File: src/hdl/iisp_pkg.sv
// shared types, constants and lookup tables for the ini ipv4 settings parser
package iisp_pkg;

  // text bytes parsed per text, the last one stops parsing
  localparam int MAX_BYTES = 8192;
  localparam int CNT_W     = $clog2(MAX_BYTES);
  localparam logic [CNT_W-1:0] BYTE_LIMIT = CNT_W'(MAX_BYTES - 1);

  // register map
  localparam int CFG_ADDR_W = 2;
  localparam logic [CFG_ADDR_W-1:0] ADDR_DEFAULT_MASK = '0;
  localparam logic [31:0] DEFAULT_MASK_RST = 32'hFFFF_FF00;

  // wanted section name, compared after lowering the text byte
  localparam int SECT_LEN = 15;
  localparam logic [7:0] SECT_NAME [SECT_LEN] = '{
    8'h72, 8'h61, 8'h70, 8'h69, 8'h2d, 8'h62, 8'h6f, 8'h6f,
    8'h74, 8'h6c, 8'h6f, 8'h61, 8'h64, 8'h65, 8'h72
  };

  // key names: ipaddress, netmask, gateway
  localparam int KEY_IP_LEN   = 9;
  localparam int KEY_MASK_LEN = 7;
  localparam int KEY_GW_LEN   = 7;
  localparam logic [7:0] KEY_IP [KEY_IP_LEN] = '{
    "i", "p", "a", "d", "d", "r", "e", "s", "s"
  };
  localparam logic [7:0] KEY_MASK [KEY_MASK_LEN] = '{
    "n", "e", "t", "m", "a", "s", "k"
  };
  localparam logic [7:0] KEY_GW [KEY_GW_LEN] = '{
    "g", "a", "t", "e", "w", "a", "y"
  };

  // character codes
  localparam logic [7:0] CH_NUL   = 8'h00;
  localparam logic [7:0] CH_TAB   = 8'h09;
  localparam logic [7:0] CH_LF    = 8'h0a;
  localparam logic [7:0] CH_CR    = 8'h0d;
  localparam logic [7:0] CH_SPACE = 8'h20;
  localparam logic [7:0] CH_HASH  = "#";
  localparam logic [7:0] CH_DOT   = ".";
  localparam logic [7:0] CH_EQ    = "=";
  localparam logic [7:0] CH_LBR   = "[";
  localparam logic [7:0] CH_RBR   = "]";
  localparam logic [7:0] CH_0     = "0";
  localparam logic [7:0] CH_9     = "9";
  localparam logic [7:0] CH_A_UP  = "A";
  localparam logic [7:0] CH_Z_UP  = "Z";

  // beat modes
  localparam logic MODE_TEXT = 1'b0;
  localparam logic MODE_END  = 1'b1;

  // position within a line
  typedef enum logic [3:0] {
    PH_START   = 4'd0,
    PH_SKIP    = 4'd1,
    PH_S_PRE   = 4'd2,
    PH_S_NAME  = 4'd3,
    PH_S_POST  = 4'd4,
    PH_S_CLOSE = 4'd5,
    PH_K_NAME  = 4'd6,
    PH_K_POST  = 4'd7,
    PH_V_PRE   = 4'd8,
    PH_V_DIG   = 4'd9,
    PH_V_DOT   = 4'd10,
    PH_V_TRAIL = 4'd11
  } line_phase_t;

  typedef struct packed {
    logic       mode;
    logic [7:0] text_byte;
  } in_beat_t;

  typedef struct packed {
    logic        static_set;
    logic        gateway_set;
    logic [31:0] ip_address;
    logic [31:0] net_mask;
    logic [31:0] gateway_address;
  } out_beat_t;

  // handoff from parser core to output register
  typedef struct packed {
    logic      valid;
    out_beat_t beat;
  } result_t;

endpackage

File: src/hdl/iisp_parse_core.sv
// input register and per-byte parser state update
module iisp_parse_core (
  input  logic             clk,
  input  logic             rst_n,
  input  logic             in_valid,
  output logic             in_stall,
  input  iisp_pkg::in_beat_t in_data,
  input  logic [31:0]      default_mask,
  input  logic             res_free,
  output iisp_pkg::result_t res
);
  import iisp_pkg::*;

  // input register
  logic     in_v_r;
  in_beat_t in_r;
  logic     can_go;
  logic     go;

  // parser state
  line_phase_t     phase_r, phase_nxt;
  logic            in_sec_r, in_sec_nxt;
  logic [4:0]      pos_r, pos_nxt;
  logic [2:0]      flags_r, flags_nxt;
  logic [1:0]      oct_idx_r, oct_idx_nxt;
  logic [7:0]      oct_val_r, oct_val_nxt;
  logic [1:0]      dig_cnt_r, dig_cnt_nxt;
  logic [23:0]     partial_r, partial_nxt;
  logic [31:0]     ip_r, ip_nxt;
  logic [31:0]     mask_r, mask_nxt;
  logic [31:0]     gw_r, gw_nxt;
  logic [2:0]      found_r, found_nxt;
  logic [CNT_W-1:0] cnt_r, cnt_nxt;
  logic            stopped_r, stopped_nxt;

  // byte classes
  logic [7:0] c;
  logic [7:0] lc;
  logic       blank;
  logic       digit;
  logic [7:0] dval;

  // stage advances unless an end beat waits on a full output
  assign can_go   = !in_v_r || (in_r.mode == MODE_TEXT) || res_free;
  assign go       = in_v_r && can_go;
  assign in_stall = in_v_r && !can_go;

  always_ff @(posedge clk) begin
    if (!rst_n) begin
      in_v_r <= 1'b0;
    end else if (!in_stall) begin
      in_v_r <= in_valid;
    end
  end

  always_ff @(posedge clk) begin
    if (in_valid && !in_stall) begin
      in_r <= in_data;
    end
  end

  assign c     = in_r.text_byte;
  assign lc    = (c >= CH_A_UP && c <= CH_Z_UP) ? (c | 8'h20) : c;
  assign blank = (c == CH_SPACE) || (c == CH_TAB) || (c == CH_CR);
  assign digit = (c >= CH_0) && (c <= CH_9);
  assign dval  = c - CH_0;

  // line end: close a section header or commit a complete value
  logic        val_ok;
  logic [31:0] addr;
  logic        end_sec;
  logic [31:0] end_ip, end_mask, end_gw;
  logic [2:0]  end_found;

  assign val_ok  = ((phase_r == PH_V_DIG) && (oct_idx_r == 2'd3)) || (phase_r == PH_V_TRAIL);
  assign addr    = {partial_r, oct_val_r};
  assign end_sec = (phase_r == PH_S_CLOSE) ? 1'b1 : in_sec_r;

  always_comb begin
    end_ip    = ip_r;
    end_mask  = mask_r;
    end_gw    = gw_r;
    end_found = found_r;
    if (val_ok) begin
      if (flags_r[0]) begin
        end_ip       = addr;
        end_found[0] = 1'b1;
      end else if (flags_r[1]) begin
        end_mask     = addr;
        end_found[1] = 1'b1;
      end else if (flags_r[2]) begin
        end_gw       = addr;
        end_found[2] = 1'b1;
      end
    end
  end

  // one key character against the three candidate names
  logic [2:0]  key_keep;
  line_phase_t key_phase;
  logic [4:0]  key_pos;
  logic        key_term;

  assign key_term = (c == CH_EQ) || blank;

  always_comb begin
    key_keep = '0;
    if (key_term) begin
      key_keep[0] = flags_r[0] && (pos_r == 5'(KEY_IP_LEN));
      key_keep[1] = flags_r[1] && (pos_r == 5'(KEY_MASK_LEN));
      key_keep[2] = flags_r[2] && (pos_r == 5'(KEY_GW_LEN));
    end else begin
      key_keep[0] = flags_r[0] && (pos_r < 5'(KEY_IP_LEN))
                    && (lc == KEY_IP[pos_r[3:0]]);
      key_keep[1] = flags_r[1] && (pos_r < 5'(KEY_MASK_LEN))
                    && (lc == KEY_MASK[pos_r[2:0]]);
      key_keep[2] = flags_r[2] && (pos_r < 5'(KEY_GW_LEN))
                    && (lc == KEY_GW[pos_r[2:0]]);
    end
    key_pos = pos_r;
    if (key_keep == 3'b000) begin
      key_phase = PH_SKIP;
    end else if (key_term) begin
      key_phase = (c == CH_EQ) ? PH_V_PRE : PH_K_POST;
    end else begin
      key_phase = PH_K_NAME;
      key_pos   = pos_r + 5'd1;
    end
  end

  // one section-name character
  line_phase_t sec_phase;
  logic [4:0]  sec_pos;

  always_comb begin
    sec_phase = PH_S_NAME;
    sec_pos   = pos_r;
    if (pos_r >= 5'(SECT_LEN)) begin
      if (blank) begin
        sec_phase = PH_S_POST;
      end else if (c == CH_RBR) begin
        sec_phase = PH_S_CLOSE;
      end else begin
        sec_phase = PH_SKIP;
      end
    end else if (lc == SECT_NAME[pos_r[3:0]]) begin
      sec_pos = pos_r + 5'd1;
    end else begin
      sec_phase = PH_SKIP;
    end
  end

  // next digit of an octet
  logic [11:0] dig_acc;
  assign dig_acc = 12'(oct_val_r) * 12'd10 + 12'(dval);

  // state update for the beat in the input register
  logic do_end;
  logic do_feed;
  logic do_clear_all;

  always_comb begin
    do_end       = 1'b0;
    do_feed      = 1'b0;
    do_clear_all = 1'b0;
    stopped_nxt  = stopped_r;
    cnt_nxt      = cnt_r;
    if (go) begin
      if (in_r.mode == MODE_TEXT) begin
        if (!stopped_r) begin
          if (cnt_r >= BYTE_LIMIT) begin
            do_end      = 1'b1;
            stopped_nxt = 1'b1;
          end else begin
            cnt_nxt = cnt_r + 1'b1;
            if (c == CH_NUL) begin
              do_end      = 1'b1;
              stopped_nxt = 1'b1;
            end else if (c == CH_LF) begin
              do_end = 1'b1;
            end else begin
              do_feed = 1'b1;
            end
          end
        end
      end else begin
        // an end beat starts a fresh text
        do_clear_all = 1'b1;
        cnt_nxt      = '0;
        stopped_nxt  = 1'b0;
      end
    end
  end

  always_comb begin
    phase_nxt   = phase_r;
    in_sec_nxt  = in_sec_r;
    pos_nxt     = pos_r;
    flags_nxt   = flags_r;
    oct_idx_nxt = oct_idx_r;
    oct_val_nxt = oct_val_r;
    dig_cnt_nxt = dig_cnt_r;
    partial_nxt = partial_r;
    ip_nxt      = ip_r;
    mask_nxt    = mask_r;
    gw_nxt      = gw_r;
    found_nxt   = found_r;

    if (do_end || do_clear_all) begin
      in_sec_nxt  = end_sec;
      ip_nxt      = end_ip;
      mask_nxt    = end_mask;
      gw_nxt      = end_gw;
      found_nxt   = end_found;
      phase_nxt   = PH_START;
      pos_nxt     = '0;
      flags_nxt   = 3'b111;
      oct_idx_nxt = '0;
      oct_val_nxt = '0;
      dig_cnt_nxt = '0;
      partial_nxt = '0;
      if (do_clear_all) begin
        in_sec_nxt = 1'b0;
        ip_nxt     = '0;
        mask_nxt   = '0;
        gw_nxt     = '0;
        found_nxt  = '0;
      end
    end else if (do_feed) begin
      unique case (phase_r)
        PH_START: begin
          if (!blank) begin
            if (c == CH_HASH) begin
              phase_nxt = PH_SKIP;
            end else if (c == CH_LBR) begin
              in_sec_nxt = 1'b0;
              phase_nxt  = PH_S_PRE;
            end else if (!in_sec_r) begin
              phase_nxt = PH_SKIP;
            end else begin
              phase_nxt = key_phase;
              flags_nxt = key_keep;
              pos_nxt   = key_pos;
            end
          end
        end
        PH_S_PRE: begin
          if (!blank) begin
            phase_nxt = sec_phase;
            pos_nxt   = sec_pos;
          end
        end
        PH_S_NAME: begin
          phase_nxt = sec_phase;
          pos_nxt   = sec_pos;
        end
        PH_S_POST: begin
          if (c == CH_RBR) begin
            phase_nxt = PH_S_CLOSE;
          end else if (!blank) begin
            phase_nxt = PH_SKIP;
          end
        end
        PH_S_CLOSE, PH_V_TRAIL: begin
          if (!blank) begin
            phase_nxt = PH_SKIP;
          end
        end
        PH_K_NAME: begin
          phase_nxt = key_phase;
          flags_nxt = key_keep;
          pos_nxt   = key_pos;
        end
        PH_K_POST: begin
          if (c == CH_EQ) begin
            phase_nxt = PH_V_PRE;
          end else if (!blank) begin
            phase_nxt = PH_SKIP;
          end
        end
        PH_V_PRE, PH_V_DOT: begin
          if (digit) begin
            oct_val_nxt = dval;
            dig_cnt_nxt = 2'd1;
            phase_nxt   = PH_V_DIG;
          end else if (!(blank && (phase_r == PH_V_PRE))) begin
            phase_nxt = PH_SKIP;
          end
        end
        PH_V_DIG: begin
          if (digit) begin
            if ((dig_cnt_r == 2'd3) || (dig_acc > 12'd255)) begin
              phase_nxt = PH_SKIP;
            end else begin
              oct_val_nxt = dig_acc[7:0];
              dig_cnt_nxt = dig_cnt_r + 2'd1;
            end
          end else if ((c == CH_DOT) && (oct_idx_r != 2'd3)) begin
            partial_nxt = {partial_r[15:0], oct_val_r};
            oct_val_nxt = '0;
            dig_cnt_nxt = '0;
            oct_idx_nxt = oct_idx_r + 2'd1;
            phase_nxt   = PH_V_DOT;
          end else if (blank && (oct_idx_r == 2'd3)) begin
            phase_nxt = PH_V_TRAIL;
          end else begin
            phase_nxt = PH_SKIP;
          end
        end
        default: begin
          phase_nxt = phase_r;
        end
      endcase
    end
  end

  // control state
  always_ff @(posedge clk) begin
    if (!rst_n) begin
      phase_r   <= PH_START;
      in_sec_r  <= 1'b0;
      pos_r     <= '0;
      flags_r   <= 3'b111;
      oct_idx_r <= '0;
      dig_cnt_r <= '0;
      found_r   <= '0;
      cnt_r     <= '0;
      stopped_r <= 1'b0;
      oct_val_r <= '0;
      partial_r <= '0;
      ip_r      <= '0;
      mask_r    <= '0;
      gw_r      <= '0;
    end else begin
      phase_r   <= phase_nxt;
      in_sec_r  <= in_sec_nxt;
      pos_r     <= pos_nxt;
      flags_r   <= flags_nxt;
      oct_idx_r <= oct_idx_nxt;
      dig_cnt_r <= dig_cnt_nxt;
      found_r   <= found_nxt;
      cnt_r     <= cnt_nxt;
      stopped_r <= stopped_nxt;
      oct_val_r <= oct_val_nxt;
      partial_r <= partial_nxt;
      ip_r      <= ip_nxt;
      mask_r    <= mask_nxt;
      gw_r      <= gw_nxt;
    end
  end

  // result of an end beat, last line folded in unless parsing stopped
  logic [2:0]  fin_found;
  logic [31:0] fin_ip, fin_mask, fin_gw;

  assign fin_found = stopped_r ? found_r : end_found;
  assign fin_ip    = stopped_r ? ip_r : end_ip;
  assign fin_mask  = stopped_r ? mask_r : end_mask;
  assign fin_gw    = stopped_r ? gw_r : end_gw;

  assign res.valid                = do_clear_all;
  assign res.beat.static_set      = fin_found[0];
  assign res.beat.gateway_set     = fin_found[2];
  assign res.beat.ip_address      = fin_ip;
  assign res.beat.net_mask        = fin_found[1] ? fin_mask : default_mask;
  assign res.beat.gateway_address = fin_gw;

`ifndef SYNTHESIS
  // results only come from end beats
  a_res_from_end: assert property (@(posedge clk) disable iff (!rst_n)
    res.valid |-> (in_v_r && (in_r.mode == MODE_END)))
    else $error("result raised for a text beat");

  // an end beat leaves a fresh text behind
  a_fresh_text: assert property (@(posedge clk) disable iff (!rst_n)
    res.valid |=> ((cnt_r == '0) && !stopped_r && (found_r == 3'b000) && !in_sec_r))
    else $error("state not cleared after end beat");

  // byte counter never passes the limit
  a_cnt_limit: assert property (@(posedge clk) disable iff (!rst_n)
    cnt_r <= BYTE_LIMIT)
    else $error("byte counter past limit");

  // no text byte is parsed once stopped
  a_stopped_hold: assert property (@(posedge clk) disable iff (!rst_n)
    (stopped_r && go && (in_r.mode == MODE_TEXT)) |=> (stopped_r && $stable(cnt_r)))
    else $error("parsing continued after stop");
`endif

endmodule

File: src/hdl/iisp_out_reg.sv
// result register in front of the output channel
module iisp_out_reg (
  input  logic               clk,
  input  logic               rst_n,
  input  iisp_pkg::result_t  res,
  output logic               res_free,
  output logic               out_valid,
  input  logic               out_stall,
  output iisp_pkg::out_beat_t out_data
);
  import iisp_pkg::*;

  logic      out_v_r;
  out_beat_t out_r;

  // free when empty or being taken this cycle
  assign res_free = !out_v_r || !out_stall;

  always_ff @(posedge clk) begin
    if (!rst_n) begin
      out_v_r <= 1'b0;
    end else if (res_free) begin
      out_v_r <= res.valid;
    end
  end

  always_ff @(posedge clk) begin
    if (res.valid && res_free) begin
      out_r <= res.beat;
    end
  end

  assign out_valid = out_v_r;
  assign out_data  = out_r;

`ifndef SYNTHESIS
  // a result never overwrites one still waiting
  a_no_overwrite: assert property (@(posedge clk) disable iff (!rst_n)
    res.valid |-> res_free)
    else $error("result lost in output register");
`endif

endmodule

File: src/hdl/ini_ipv4_setting_parser.sv
// top level of the ini ipv4 settings parser
//
//  channel | direction | handshake                  | beat
//  in_     | input     | in_valid / in_stall        | mode, text_byte
//  out_    | output    | out_valid / out_stall      | flags and three addresses
//  cfg_    | input     | apb write, pready always 1 | default_mask at byte 0
//
// one beat per cycle unless in_stall is high: a text beat is parsed in the cycle after it is taken,
// one shallow update of the line state between input and state registers.
// an end beat moves its result from the input register into the output register;
// it waits in the input register while the output register is full.
// rst_n is synchronous; it clears all parser state and sets default_mask.
module ini_ipv4_setting_parser (
  input  logic                                clk,
  input  logic                                rst_n,
  input  logic                                in_valid,
  output logic                                in_stall,
  input  iisp_pkg::in_beat_t                  in_data,
  output logic                                out_valid,
  input  logic                                out_stall,
  output iisp_pkg::out_beat_t                 out_data,
  input  logic                                cfg_psel,
  input  logic                                cfg_penable,
  input  logic                                cfg_pwrite,
  input  logic [iisp_pkg::CFG_ADDR_W-1:0]     cfg_paddr,
  input  logic [31:0]                         cfg_pwdata,
  output logic [31:0]                         cfg_prdata,
  output logic                                cfg_pready
);
  import iisp_pkg::*;

  logic [31:0] default_mask_r;
  logic        cfg_wr;
  result_t     res;
  logic        res_free;

  // configuration register
  assign cfg_pready = 1'b1;
  assign cfg_wr     = cfg_psel && cfg_penable && cfg_pwrite && cfg_pready;

  always_ff @(posedge clk) begin
    if (!rst_n) begin
      default_mask_r <= DEFAULT_MASK_RST;
    end else if (cfg_wr && (cfg_paddr == ADDR_DEFAULT_MASK)) begin
      default_mask_r <= cfg_pwdata;
    end
  end

  // register read
  always_comb begin
    unique case (cfg_paddr)
      ADDR_DEFAULT_MASK: cfg_prdata = default_mask_r;
      default:           cfg_prdata = '0;
    endcase
  end

  // parser core
  iisp_parse_core u_core (
    .clk          (clk),
    .rst_n        (rst_n),
    .in_valid     (in_valid),
    .in_stall     (in_stall),
    .in_data      (in_data),
    .default_mask (default_mask_r),
    .res_free     (res_free),
    .res          (res)
  );

  // output register
  iisp_out_reg u_out (
    .clk       (clk),
    .rst_n     (rst_n),
    .res       (res),
    .res_free  (res_free),
    .out_valid (out_valid),
    .out_stall (out_stall),
    .out_data  (out_data)
  );

endmodule

File: config.mk
export PLATFORM = sky130hd
export DESIGN_NAME = ini_ipv4_setting_parser
export DESIGN_NICKNAME = d
export VERILOG_FILES = /design/src/hdl/iisp_pkg.sv /design/src/hdl/iisp_parse_core.sv /design/src/hdl/iisp_out_reg.sv /design/src/hdl/ini_ipv4_setting_parser.sv
export SDC_FILE = /design/constraint.sdc
export NUM_CORES = 1
export LEC_CHECK = 0
export BUFFER_PORTS_ARGS = -buffer_cell sky130_fd_sc_hd__buf_2
export CORE_ASPECT_RATIO = 1.1
export CORE_MARGIN = 2
export CORE_UTILIZATION = 63
export DETAILED_ROUTE_END_ITERATION = 10
export GPL_TIMING_DRIVEN = 0
export PLACE_DENSITY = 0.86
export SYNTH_ARGS = -nofsm -noshare
export SYNTH_HDL_FRONTEND = slang
export SYNTH_SLANG_ARGS = --single-unit
File: constraint.sdc
create_clock -name clk -period 5.5 [get_ports clk]
set_clock_uncertainty 0.15 [all_clocks]
set_input_delay 0.55 -clock clk [delete_from_list [all_inputs] [get_ports clk]]
set_output_delay 0.55 -clock clk [all_outputs]
set_load 0.05 [all_outputs]
---- Word level (Yosys, flattened, before mapping) ----
Memory sizes are Yosys's and may differ from the RTL's.
Index checks and enable logic that the tools add are counted.
storage, ports and cells
  bits in registers ....................... 303
  input port bits ......................... 50
  ROM bits ................................ 384
  word-level logic and storage cells ...... 262
  memories ................................ 4
memories
  name             words  bits a word  rd ports  clocked after Yosys merged registers in  write ports  RTL line                source
  (no name shown)  16     8            1         0                                        0            iisp_parse_core.sv:114  && (lc == KEY_IP[pos_r[3:0]]);
  (no name shown)  16     8            1         0                                        0            iisp_parse_core.sv:146  end else if (lc == SECT_NAME[pos_r[3:0]]) begin
  (no name shown)  8      8            1         0                                        0            iisp_parse_core.sv:116  && (lc == KEY_MASK[pos_r[2:0]]);
  (no name shown)  8      8            1         0                                        0            iisp_parse_core.sv:118  && (lc == KEY_GW[pos_r[2:0]]);
cells by class
  $add $sub $neg .......................... 6
  reduce and logical (&&, ||, !) cells .... 57
  multipliers ............................. 1
  mux-type cells .......................... 111
  bitwise logic cells ..................... 5
  magnitude comparators ................... 11
  equality and inequality tests ........... 43
operators by type and width
  operator               count
  $mux 32                17
  $mux 8                 12
  $mux 4                 19
  $mux 5                 9
  $mux 13                3
  $pmux 4 s9             1
  $eq 8x6->1 const B     4
  $eq 8x8->1             4
  $mux 1                 30
  $mux 3                 9
  $eq 8x4->1 const B     3
  $logic_and 1x1->1      22
  $pmux 5 s4             1
  $reduce_and 6->1       3
  $eq 4x3->1 const B     4
  $eq 4x4->1 const B     4
  $eq 8x7->1 const B     2
  $pmux 8 s2             1
  $add 13x1->13 const B  1
  $ge 13x13->1 const B   1
  $add 12x8->12          1
  $gt 12x8->1 const B    1
  $mux 2                 6
  $ne 2x2->1 const B     6
  41 further kinds       70

---- Depth between registers and ports, before layout ----
Gate-level depths: netlist (run 1).
  word-level depth ........................ 14
  depth in mapped cells ................... 14

---- Hierarchy ----
From an unflattened synthesis (run 1), not the netlist that was laid out.
second synthesis, totals
  cell total of the unflattened synthesis .. 1470
  area, all modules ....................... 14337.5 um^2
modules (own cells, without submodules)
  module                   instances  area an instance (um^2)  cells an instance
  iisp_parse_core          1          9854.5                   1182
  iisp_out_reg             1          2984.1                   103
  ini_ipv4_setting_parser  1          1498.9                   185

---- Least setup slack after synthesis (run 1) ----
No wires, ideal clock.
  path kind ............................... input -> register
  from .................................... in out_stall
  to ...................................... reg u_out.out_r, in the netlist u_out.out_data[0], enable pin
  arrival ................................. 2.988 ns
  data required time ...................... 4.899 ns
  path slack .............................. 1.911 ns
  stages on the path ...................... 4
  setup time .............................. 0.451 ns
  path buffers ............................ 1
  cell sequence ........................... nand2_1 > nand3_1 > clkbuf_1 > inv_1
on the way
  cells in the longest elaborated chain, start to end .. 6
RTL lines
  what                   RTL line                       source
  from (decl)            ini_ipv4_setting_parser.sv:20  input logic out_stall,
  $logic_not 1->1 (*)    iisp_out_reg.sv:17             assign res_free = !out_v_r || !out_stall;
  $logic_or 1x1->1 (*)   iisp_out_reg.sv:17
  $logic_or 1x1->1       iisp_parse_core.sv:44          assign can_go = !in_v_r || (in_r.mode == MODE_TEXT) || res_free;
  $logic_and 1x1->1      iisp_parse_core.sv:45          assign go = in_v_r && can_go;
  $mux 1                 iisp_parse_core.sv:168         if (go) begin
  $logic_and 1x1->1 (*)  iisp_out_reg.sv:28             if (res.valid && res_free) begin
  to (signal assigned)   iisp_out_reg.sv:29             out_r <= res.beat;
  to (decl)              iisp_out_reg.sv:14             out_beat_t out_r;
Mark *: on every way between the ends. The rest lies on a longest branch, timed or not.
A chain may end at the register's enable or synchronous reset.

---- Final worst setup path (run 1) ----
  from .................................... reg u_core.oct_val_r[3]
  to ...................................... reg u_core.oct_val_r[7]
on the way
  cells in the longest elaborated chain, start to end .. 6
  elaborated cells on any way between the ends .. 9
  those cells by class .................... 1 x add/sub; 1 x mul; 1 x order compare; 1 x eq/ne; 3 x mux; 2 x reduce/logical
RTL lines
  what                               RTL line                source
  from (decl)                        iisp_parse_core.sv:26   logic [7:0] oct_val_r, oct_val_nxt;
  from (signal assigned)             iisp_parse_core.sv:344  oct_val_r <= oct_val_nxt;
  $mul 8x3->11 (*)                   iisp_parse_core.sv:155  assign dig_acc = 12'(oct_val_r) * 12'd10 + 12'(dval);
  $add 12x8->12 (*)                  iisp_parse_core.sv:155
  $gt 12x8->1                        iisp_parse_core.sv:292  if ((dig_cnt_r == 2'd3) || (dig_acc > 12'd255)) begin
  $logic_or 1x1->1                   iisp_parse_core.sv:292
  $ne 3x3->1 (no source line)        --
  $reduce_and 5->1 (no source line)  --
Mark *: on every way between the ends. The rest lies on a longest branch, timed or not. The select of a mux whose other input is x is not followed.

==> summary.md, run 1 <==
Cells with a size suffix above 1 make up 18.3% of the layout. Along the worst path, the maximum fanout reaches 9. The area fraction of the dominant cell type after synthesis works out to 27.3%. Sorting the synthesized cells by area gives the leading types as dfxtp_1 (27%), edfxtp_1 (22%), nand2_1 (8.4%). The initial utilization of the core area, before any placement, comes to 63.6%. STA classifies the critical path endpoint as a register. The number of nets still failing antenna checks after routing was 0; the width of the chip was 148 microns. Clock-pin slew was measured on the worst setup and hold paths at 0.07 ns.

Once the clock tree was built, the setup fixing pass inserted 0 buffers. Hold repair after CTS inserted 0 buffers. For the initial antenna violation count, the log shows 0. The worst max-slew margin expressed relative to the limit was 40.6%. In this run the worst hold path is classified as primary input to register. The post-place instance area is 15,700 sq um. The count of buffers added on input and output ports is 181. The detailed placer's ending HPWL is 28,400 microns.

The number of flops mapped to enable cells by yosys was 107; the peak per-stage delay on the critical path was 0.61 ns. The slowest stage of the critical path belongs to the cell dfxtp_1. The first global-routing pass estimated 62,200 microns of wire.

In this run the power density over the cells is 284 nW/um^2. The detail-routed via count per cell was 6.05. Setup violations remaining at the end of the flow were counted as 0. The start point of the worst min-delay path is in_data[8]. The run gives 58 as the cell row count.

At the end of the flow the core is filled with cells to 73.8%. By instance count, the cell type seen most on the critical path is ha_1. The synthesis-stage register bit count is 303. In this run the register-to-register setup slack is 1.49 ns. Clock period minus worst slack: 4.01 ns. Entering global routing, the biggest net connects 68 pins.

Across the VDD grid, the largest voltage drop is 207 uV. For this run, design rule violations remaining after detail routing come to 0. The tools report the routed wire length as 40,300 microns. During synthesis, Yosys emitted a total of 0 warnings. The worst setup path is of the register to register kind. The root buffer cell is clkbuf_16.

The leakage power of the design came out at 6.36 nW. Timing would allow up to 249 MHz. The slew of the pin with the lowest slew margin is 0.891 ns, and the arrival time reported for the critical path endpoint is 4.31 ns. The number of buffers and inverters on the critical path was 1; the I/O pin total was 183. Detailed routing placed a total of 2930 microns of wire on met3. The run gives 5.80 ns as the required time of the critical path.

For this run, the detailed router's first-pass iteration total came to 6. In the final routed layout, each cell accounts on average for 19.2 microns. The tools report the number of levels in the clock H-tree as 1. After synthesis, the netlist uses 78 different library cells. Synthesis-to-layout area growth: 16.1%. Signal routing reaches up to met4. The main flop type after synthesis is dfxtp_1. The worst setup path is launched from a register. The post-synthesis area per instance is 9.22 sq um. Global routing consumed, over all layers together, 32.4% of the routing resources. The most critical setup path has its startpoint at u_core.oct_val_r[3]$_SDFFE_PP0P_. Synthesized area: 14,400 sq um. For this run, asynchronously set or reset flops after synthesis account for 0%. The flow ran to the end, and the final reports show no timing, DRC or antenna violations. The tools report the number of nets produced by synthesis as 1,647. For this run, the register share of the synthesized area comes to 49.6%. At the placement stage, the worst setup path has a slack of 1.59 ns. The count of final max-slew check failures came out at 0. The cell family contributing the most delay on the critical path is compound AO/OA/AOI/OAI gates.

After floorplanning, the core was sized to cover 22,600 sq um. Setup repair after global routing left no endpoint under its margin. The number of antenna cells inserted is 0. The tools report the number of gates resized after CTS as 0. The worst register-to-register path begins at u_core.oct_val_r[3]$_SDFFE_PP0P_.

The final period utilization works out to 73.0%. The tools report the area enclosed by the die boundary as 24,100 sq um. The signal on the critical path passes through ha_1 -> ha_1 -> a21oi_1 -> inv_1 -> a21oi_1 -> xnor2_1 -> ha_1 -> a211o_1 -> nor4_1 -> o2111ai_1 -> a31oi_1 -> o21ai_1 -> a221oi_1.

For the final routed database, the setup TNS stands at 0 ns. TritonCTS built the clock tree. Counting the buffers created by CTS gives 30. The run gives 15,400 microns as the length of routed wiring on met1. The logs give 1,562 for the synthesized instance count and 12,000 for the via count of the first global-routing pass. The run gives 1,861 as the count of nets after finishing. The floorplan step set the die height to 163 microns.

The detailed router's first-iteration violation count was 1,092. The later pin in the worst-skew pair is clocked with a latency of 0.56 ns. Of all cell types, the one taking the most synthesized area is dfxtp_1. At the end of routability-driven placement, the weighted congestion stood at 0.926.

In the post-route analysis, the smallest setup slack over all paths is 1.49 ns. Detailed routing inserted a total of 12,700 vias. The total global routing overflow is 0, and the number of buffers between clock root and the deepest sink is 3.

Clock tree synthesis found a total of 303 sinks. Number of hold violations in the final report: 0. Once layout is done, the placed cells without fillers occupy 16,700 sq um. The met2 wire length came out at 20,300 microns. Max-cap violations in this run came to 0.
cells in the final DEF (no fill, tap or decap), types with 4 or more instances in the layout:
cell	netlist	final
mux2_2	62	62
a211o_1	4	4
xnor2_1	22	22
mux2i_1	41	41
nor4b_1	4	4
clkinv_2	0	4
a21oi_1	175	175
ha_1	33	33
or3_1	8	8
dfxtp_1	196	196
buf_2	13	194
nand3_1	70	70
nor2b_1	16	16
buf_1	4	4
nor3_1	12	12
o221ai_1	4	4
nand4_1	14	14
o211ai_1	7	7
o21a_1	5	5
and2_1	38	38
o2111ai_1	4	4
nand2b_1	6	6
nor2_1	73	73
a21o_1	5	5
xor2_1	10	10
nand2_1	323	323
o21ai_0	36	36
nor4_1	4	4
a211oi_1	8	8
nand3b_1	4	4
inv_1	32	31
clkbuf_8	0	5
a221oi_1	4	4
clkbuf_16	0	33
clkbuf_1	104	114
a21boi_0	32	32
and3_1	10	10
edfxtp_1	107	107
or2_2	4	4
registers in the layout, summed over array words and instances (netlist names), 3 cells and up:
signal / flops
u_out.out_data: 98
u_core.gw_r: 32
u_core.mask_r: 32
u_core.phase_r: 4
u_core.c: 8
u_core.flags_r: 3
u_core.ip_r: 32
u_core.oct_val_r: 8
u_core.found_r: 3
u_core.partial_r: 24
default_mask_r: 32
u_core.pos_r: 5
u_core.cnt_r: 13
layout make-up:
class                   count  area (sq um)
well taps                 300           375
flip-flops and latches    303          7140
inverters                  34           130
multi-input cells        1101          6630
clock buffers              48           932
fillers                  1578          5930
plain buffers             124           500
repair buffers            182           933
clock inverters             8          73.8
metrics by stage:
stage | power, mW | hold WS [ns] | cells
6_report | 4.75 | 0.0173 | 2100
5_1_grt | 4.86 | 0.0116 | 2100
4_1_cts | 4.75 | 0.00607 | 2100
3_5_place_dp | 2.72 | 0.295 | 2044
3_3_place_gp | 2.71 | 0.288 | 2043
2_1_floorplan | 2.62 | 0.281 | 1562
worst register-to-register path: cells and delay by family (launching register included):
kind / cells / cell delay, ns
compound gates: 7 / 1.77
buf+inv: 1 / 0.07
xor+xnor: 1 / 0.15
fa+ha+maj: 3 / 0.88
simple gates: 1 / 0.27
flops: 1 / 0.61
power breakdown:
part | internal, mW | switching, mW
Combinational | 0.0846 | 0.234
Clock | 1.21 | 0.867
Sequential | 2.34 | 0.0171
cell families (layout without fill, tap and decap cells):
family | after synthesis | after routing | share of synthesized area, %
and+or+nand+nor | 601 | 601 | 18.9
AOI/OAI and AO/OA | 326 | 326 | 14.0
DFF | 303 | 303 | 49.6
buffers and inverters | 158 | 396 | 4.36
muxes | 106 | 106 | 8.01
adders and majority gates | 35 | 35 | 3.15
xor gates and xnor gates | 32 | 32 | 1.95
other | 1 | 1 | 0.0260
path summary, 6_finish.rpt:
check                                                         to  depth (start not counted)
worst min-delay path                    u_core.in_r[8]$_DFFE_PP_                          1
worst max register to register  u_core.oct_val_r[7]$_SDFFE_PP0P_                         13
worst max-delay path            u_core.oct_val_r[7]$_SDFFE_PP0P_                         13
worst min register to register      u_core.gw_r[25]$_SDFFE_PN0P_                          2
synth_stat cells, drive strengths merged (3+ instances only):
| cell | instances |
|---|---|
| nand2 | 323 |
| dfxtp | 196 |
| a21oi | 175 |
| edfxtp | 107 |
| clkbuf | 104 |
| nor2 | 74 |
| nand3 | 70 |
| mux2 | 64 |
| mux2i | 41 |
| and2 | 38 |
| o21ai | 38 |
| a21boi | 35 |
| inv | 34 |
| ha | 33 |
| xnor2 | 22 |
| buf | 20 |
| nor2b | 16 |
| nand4 | 15 |
| nor3 | 12 |
| and3 | 10 |
| xor2 | 10 |
| a211oi | 9 |
| or3 | 8 |
| o211ai | 7 |
| nand2b | 6 |
| a21o | 5 |
| o21a | 5 |
| a211o | 4 |
| a221oi | 4 |
| a32oi | 4 |
| nand3b | 4 |
| nor4 | 4 |
| nor4b | 4 |
| o2111ai | 4 |
| o221ai | 4 |
| or2 | 4 |
| a2111o | 3 |
| a22oi | 3 |
| a31oi | 3 |
| and4 | 3 |
| o221a | 3 |
routing by layer:
metal | track usage [%] | vias up
li1 | - | 5864
met1 | 39.5 | 6051
met2 | 58.5 | 656
met3 | 3.25 | 125
met4 | 13.9 | 0
met5 | 0 | -
(Power assumes the default switching activity.)
==> run 2, diff against run 1 <==
Settings changed: CORE_UTILIZATION 63 to 53, PLACE_DENSITY 0.86 to 0.77.
Clock period 5.5 ns to 3.2 ns, I/O delays scaled along.
==> run 2 against run 1 <==
Compared with the run above: the flow now finishes with violations (setup timing); routed wire length up 2.5%; sequential power grew 72%; sequential share of layout area shrank 2.6 points; via count shrank 0.79%; clock power up 90%; first-iteration DRC count down 13%; critical endpoint is now u_core.dig_cnt_r[1]$_SDFFE_PP0P_; largest power group unchanged; highest routed layer unchanged.
==> summary.md, run 2 (synthesis results as in run 1) <==
On the critical path, the stage with the largest delay is an instance of dfxtp_4. Adding up every negative setup slack in the final design gives -0.240 ns. Counting along the longest clock path gives a buffer depth of 3. The floorplan has 63 rows. The run gives 3.57 ns as the arrival time reported for the critical path endpoint.

The checks that failed: setup timing. The detailed placer's ending HPWL was 29,000 microns; the leakage power of the design was 6.71 nW. TritonCTS built the clock tree. The path depth of the worst reg2reg path is 14, and the quantity of I/O buffers inserted on ports is 181. Cells fill 66.6% of the core in the end. The tools report the number of antenna cells inserted as 0. The logs give 308 MHz for the maximum operating frequency and 26,800 sq um for the floorplan core area. The startpoint type of the worst setup path was a register. The signal on the critical path passes through ha_4 -> ha_4 -> buf_6 -> a21oi_4 -> inv_2 -> a21oi_2 -> xnor2_1 -> ha_1 -> a211o_1 -> nor4_4 -> o2111ai_2 -> a31o_4 -> a21boi_4 -> mux2i_1. The number of hold violations in the final report was 0; the slew of the pin with the lowest slew margin was 0.881 ns.

The run gives -0.0467 ns as the final setup slack of the worst path. The flow ran to the end, but the final reports show violations. For this design the top-level I/O count stands at 183.

In the final layout, flip-flops and latches occupy 7150 sq um. The tools report the count of nets after finishing as 1,922. The number of clock sinks seen by CTS is 303.

In the routed layout, each cell is associated on average with a via count of 5.68. The first routing iteration left 953 violations. The synthesis-to-layout area growth is 23.9%.

The tools report the number of failing setup endpoints in the final timing report as 9. Setup repair after global routing could not meet its margin everywhere. Data on the critical path is required at its endpoint by 3.52 ns. The final period utilization is 101%, and the top fanout value on the critical path is 4.

Peak per-stage delay on the critical path: 0.37 ns. The worst pin sits at a relative slew slack of 41.1%. The logs give 41,300 microns for the routed wire length and 6 for the first-pass detailed-route iteration total. The startpoint identified for the worst hold timing path is out_stall.

The run gives 0.55 ns as the insertion delay of the later-clocked pin in the worst-skew pair. Once detail routing completed, the nets flagged for antenna violations numbered 0. The floorplan step defined a die boundary enclosing 28,500 sq um. In this run the critical register-to-register path is captured at u_core.dig_cnt_r[1]$_SDFFE_PP0P_. TritonCTS created 30 clock buffers. The run gives 0 as the number of remaining DRC errors. In this run the critical register-to-register path is launched from u_core.oct_val_r[3]$_SDFFE_PP0P_. The tightest min-delay check is of the primary input to register type.

The tool flagged a number of max-cap violations equal to 0. The layout has 2,063 filler cells. The initial antenna violation count was 0.

Leaving out fill and tap cells, the most frequent cell in the layout is nand2_1. For flop-to-flop paths, the worst setup slack is -0.05 ns. The most numerous cell type found on the critical path is ha_4.

After clock tree synthesis, the clock-pin slew on the worst setup and hold paths is 0.07 ns. In this run the number of cells on the critical path is 14. The number of levels in the clock H-tree is 1, and the routed length per instance is 18.6 microns. With fillers left out, the area of the finished cells amounts to 17,800 sq um. The initial cell density of the core came out at 53.7%. The via count of the first global-routing pass is 12,000.

Global routing used 28.0% of the available tracks. The register with the most flip-flops in the layout has 98 of them. Total global routing overflow: 0. Counting instances, the worst hold path has a depth of 3.

The area of the multi-input gates is 6950 sq um, and the maximum number of pins on one net before global-route repair is 38. The last weighted congestion value of the routability-driven placer came out at 0.944. The count of final max-slew check failures was 0; the height of the die was 177 microns. The overall via count from detail_route is 12,600. The type of the worst setup path was register to register. The worst-case IR drop observed on VDD is 363 uV. In the final layout, the share of cells above drive strength 1 is 22.1%. The type of element capturing the critical path was a register. The kind of cell adding the most delay to the critical path was compound AO/OA/AOI/OAI gates.

The first global-routing pass estimated 63,700 microns of wire. The worst min-delay path endpoint is u_out.out_valid$_SDFFE_PN0P_. Once placement finished, the instance area stood at 15,800 sq um.

The tree is rooted in a clkbuf_16. Counting both buffers and inverters, the worst setup path holds a total of 2. Counting I/O delays and the setup requirement, the final critical path takes 3.25 ns. Width of the chip: 161 microns.

In the layout the commonest cells are nand2_1 (321), buf_2 (193), dfxtp_1 (188). For this design the ratio of total power to cell area is 483 nW/um^2.
## run 2: worst max path at each step
stage | to | from | slack [ns]
after floorplan | u_core.oct_val_r[3]$_SDFFE_PP0P_ | u_core.oct_val_r[3]$_SDFFE_PP0P_ | 0.009
after global placement | u_out.out_data[31]$_DFFE_PP_ | out_stall | -0.73
after detailed placement | u_core.oct_val_r[7]$_SDFFE_PP0P_ | u_core.oct_val_r[3]$_SDFFE_PP0P_ | -0.57
after CTS | u_core.dig_cnt_r[0]$_SDFFE_PP0P_ | u_core.oct_val_r[3]$_SDFFE_PP0P_ | -0.11
after global routing | u_core.oct_val_r[5]$_SDFFE_PP0P_ | u_core.oct_val_r[3]$_SDFFE_PP0P_ | -0.18
final | u_core.dig_cnt_r[1]$_SDFFE_PP0P_ | u_core.oct_val_r[3]$_SDFFE_PP0P_ | -0.05
## run 2: worst reg2reg max path: cells and delay by family (launching register included)
kind,cells,cell delay [ns]
AO/OA/AOI/OAI,6,1.28
adder cells (fa/ha/maj),3,0.70
flip-flops,1,0.37
multiplexers,1,0.21
AND/OR/NAND/NOR,1,0.18
buffers and inverters,2,0.16
XOR/XNOR,1,0.14
## run 2: repair_timing
| action | 4_1_cts | 5_1_grt |
|---|---|---|
| hold buffers | 42 | 0 |
| buffers inserted | 14 | 4 |
| endpoints found under the hold margin | 42 | 0 |
| cloned | 0 | 0 |
| pin swaps | 22 | 14 |
| gates resized for setup | 48 | 36 |
| endpoints found under the setup margin | 92 | 151 |
## run 2: area by class of cell
| class | count | area share [%] |
|---|---|---|
| plain buffers | 124 | 2.90 |
| repair buffers | 243 | 8.51 |
| multi-input cells | 1101 | 38.9 |
| well taps | 357 | 2.50 |
| clock inverters | 19 | 1.59 |
| flip-flops and latches | 303 | 40.1 |
| inverters | 34 | 0.771 |
| clock buffers | 37 | 4.70 |
## run 2: routing by layer
layer	track usage [%]	vias to the layer above	routed length (microns)
li1	-	6011	-
met1	34.8	5964	16800
met2	51.1	524	20800
met3	2.88	97	2360
met4	8.82	0	1360
met5	0	-	0
## run 2: metrics by stage
step                total power [mW]  hold slack (ns)  worst slack (ns)  cells
detailed placement              4.68            0.295            -0.568   2102
finish                          8.61            0.129           -0.0467   2218
CTS                             8.62           0.0753            -0.110   2214
global placement                4.67            0.288            -0.732   2100
global route                    8.82            0.131            -0.185   2218
floorplan                       4.51            0.269           0.00851   1562
## run 2: power by group
group | leakage, nW | switching (mW) | total, mW | internal (mW)
sequential | 2.56 | 0.0296 | 4.05 | 4.02
clock | 0.547 | 1.52 | 3.95 | 2.43
combinational | 3.60 | 0.429 | 0.620 | 0.192
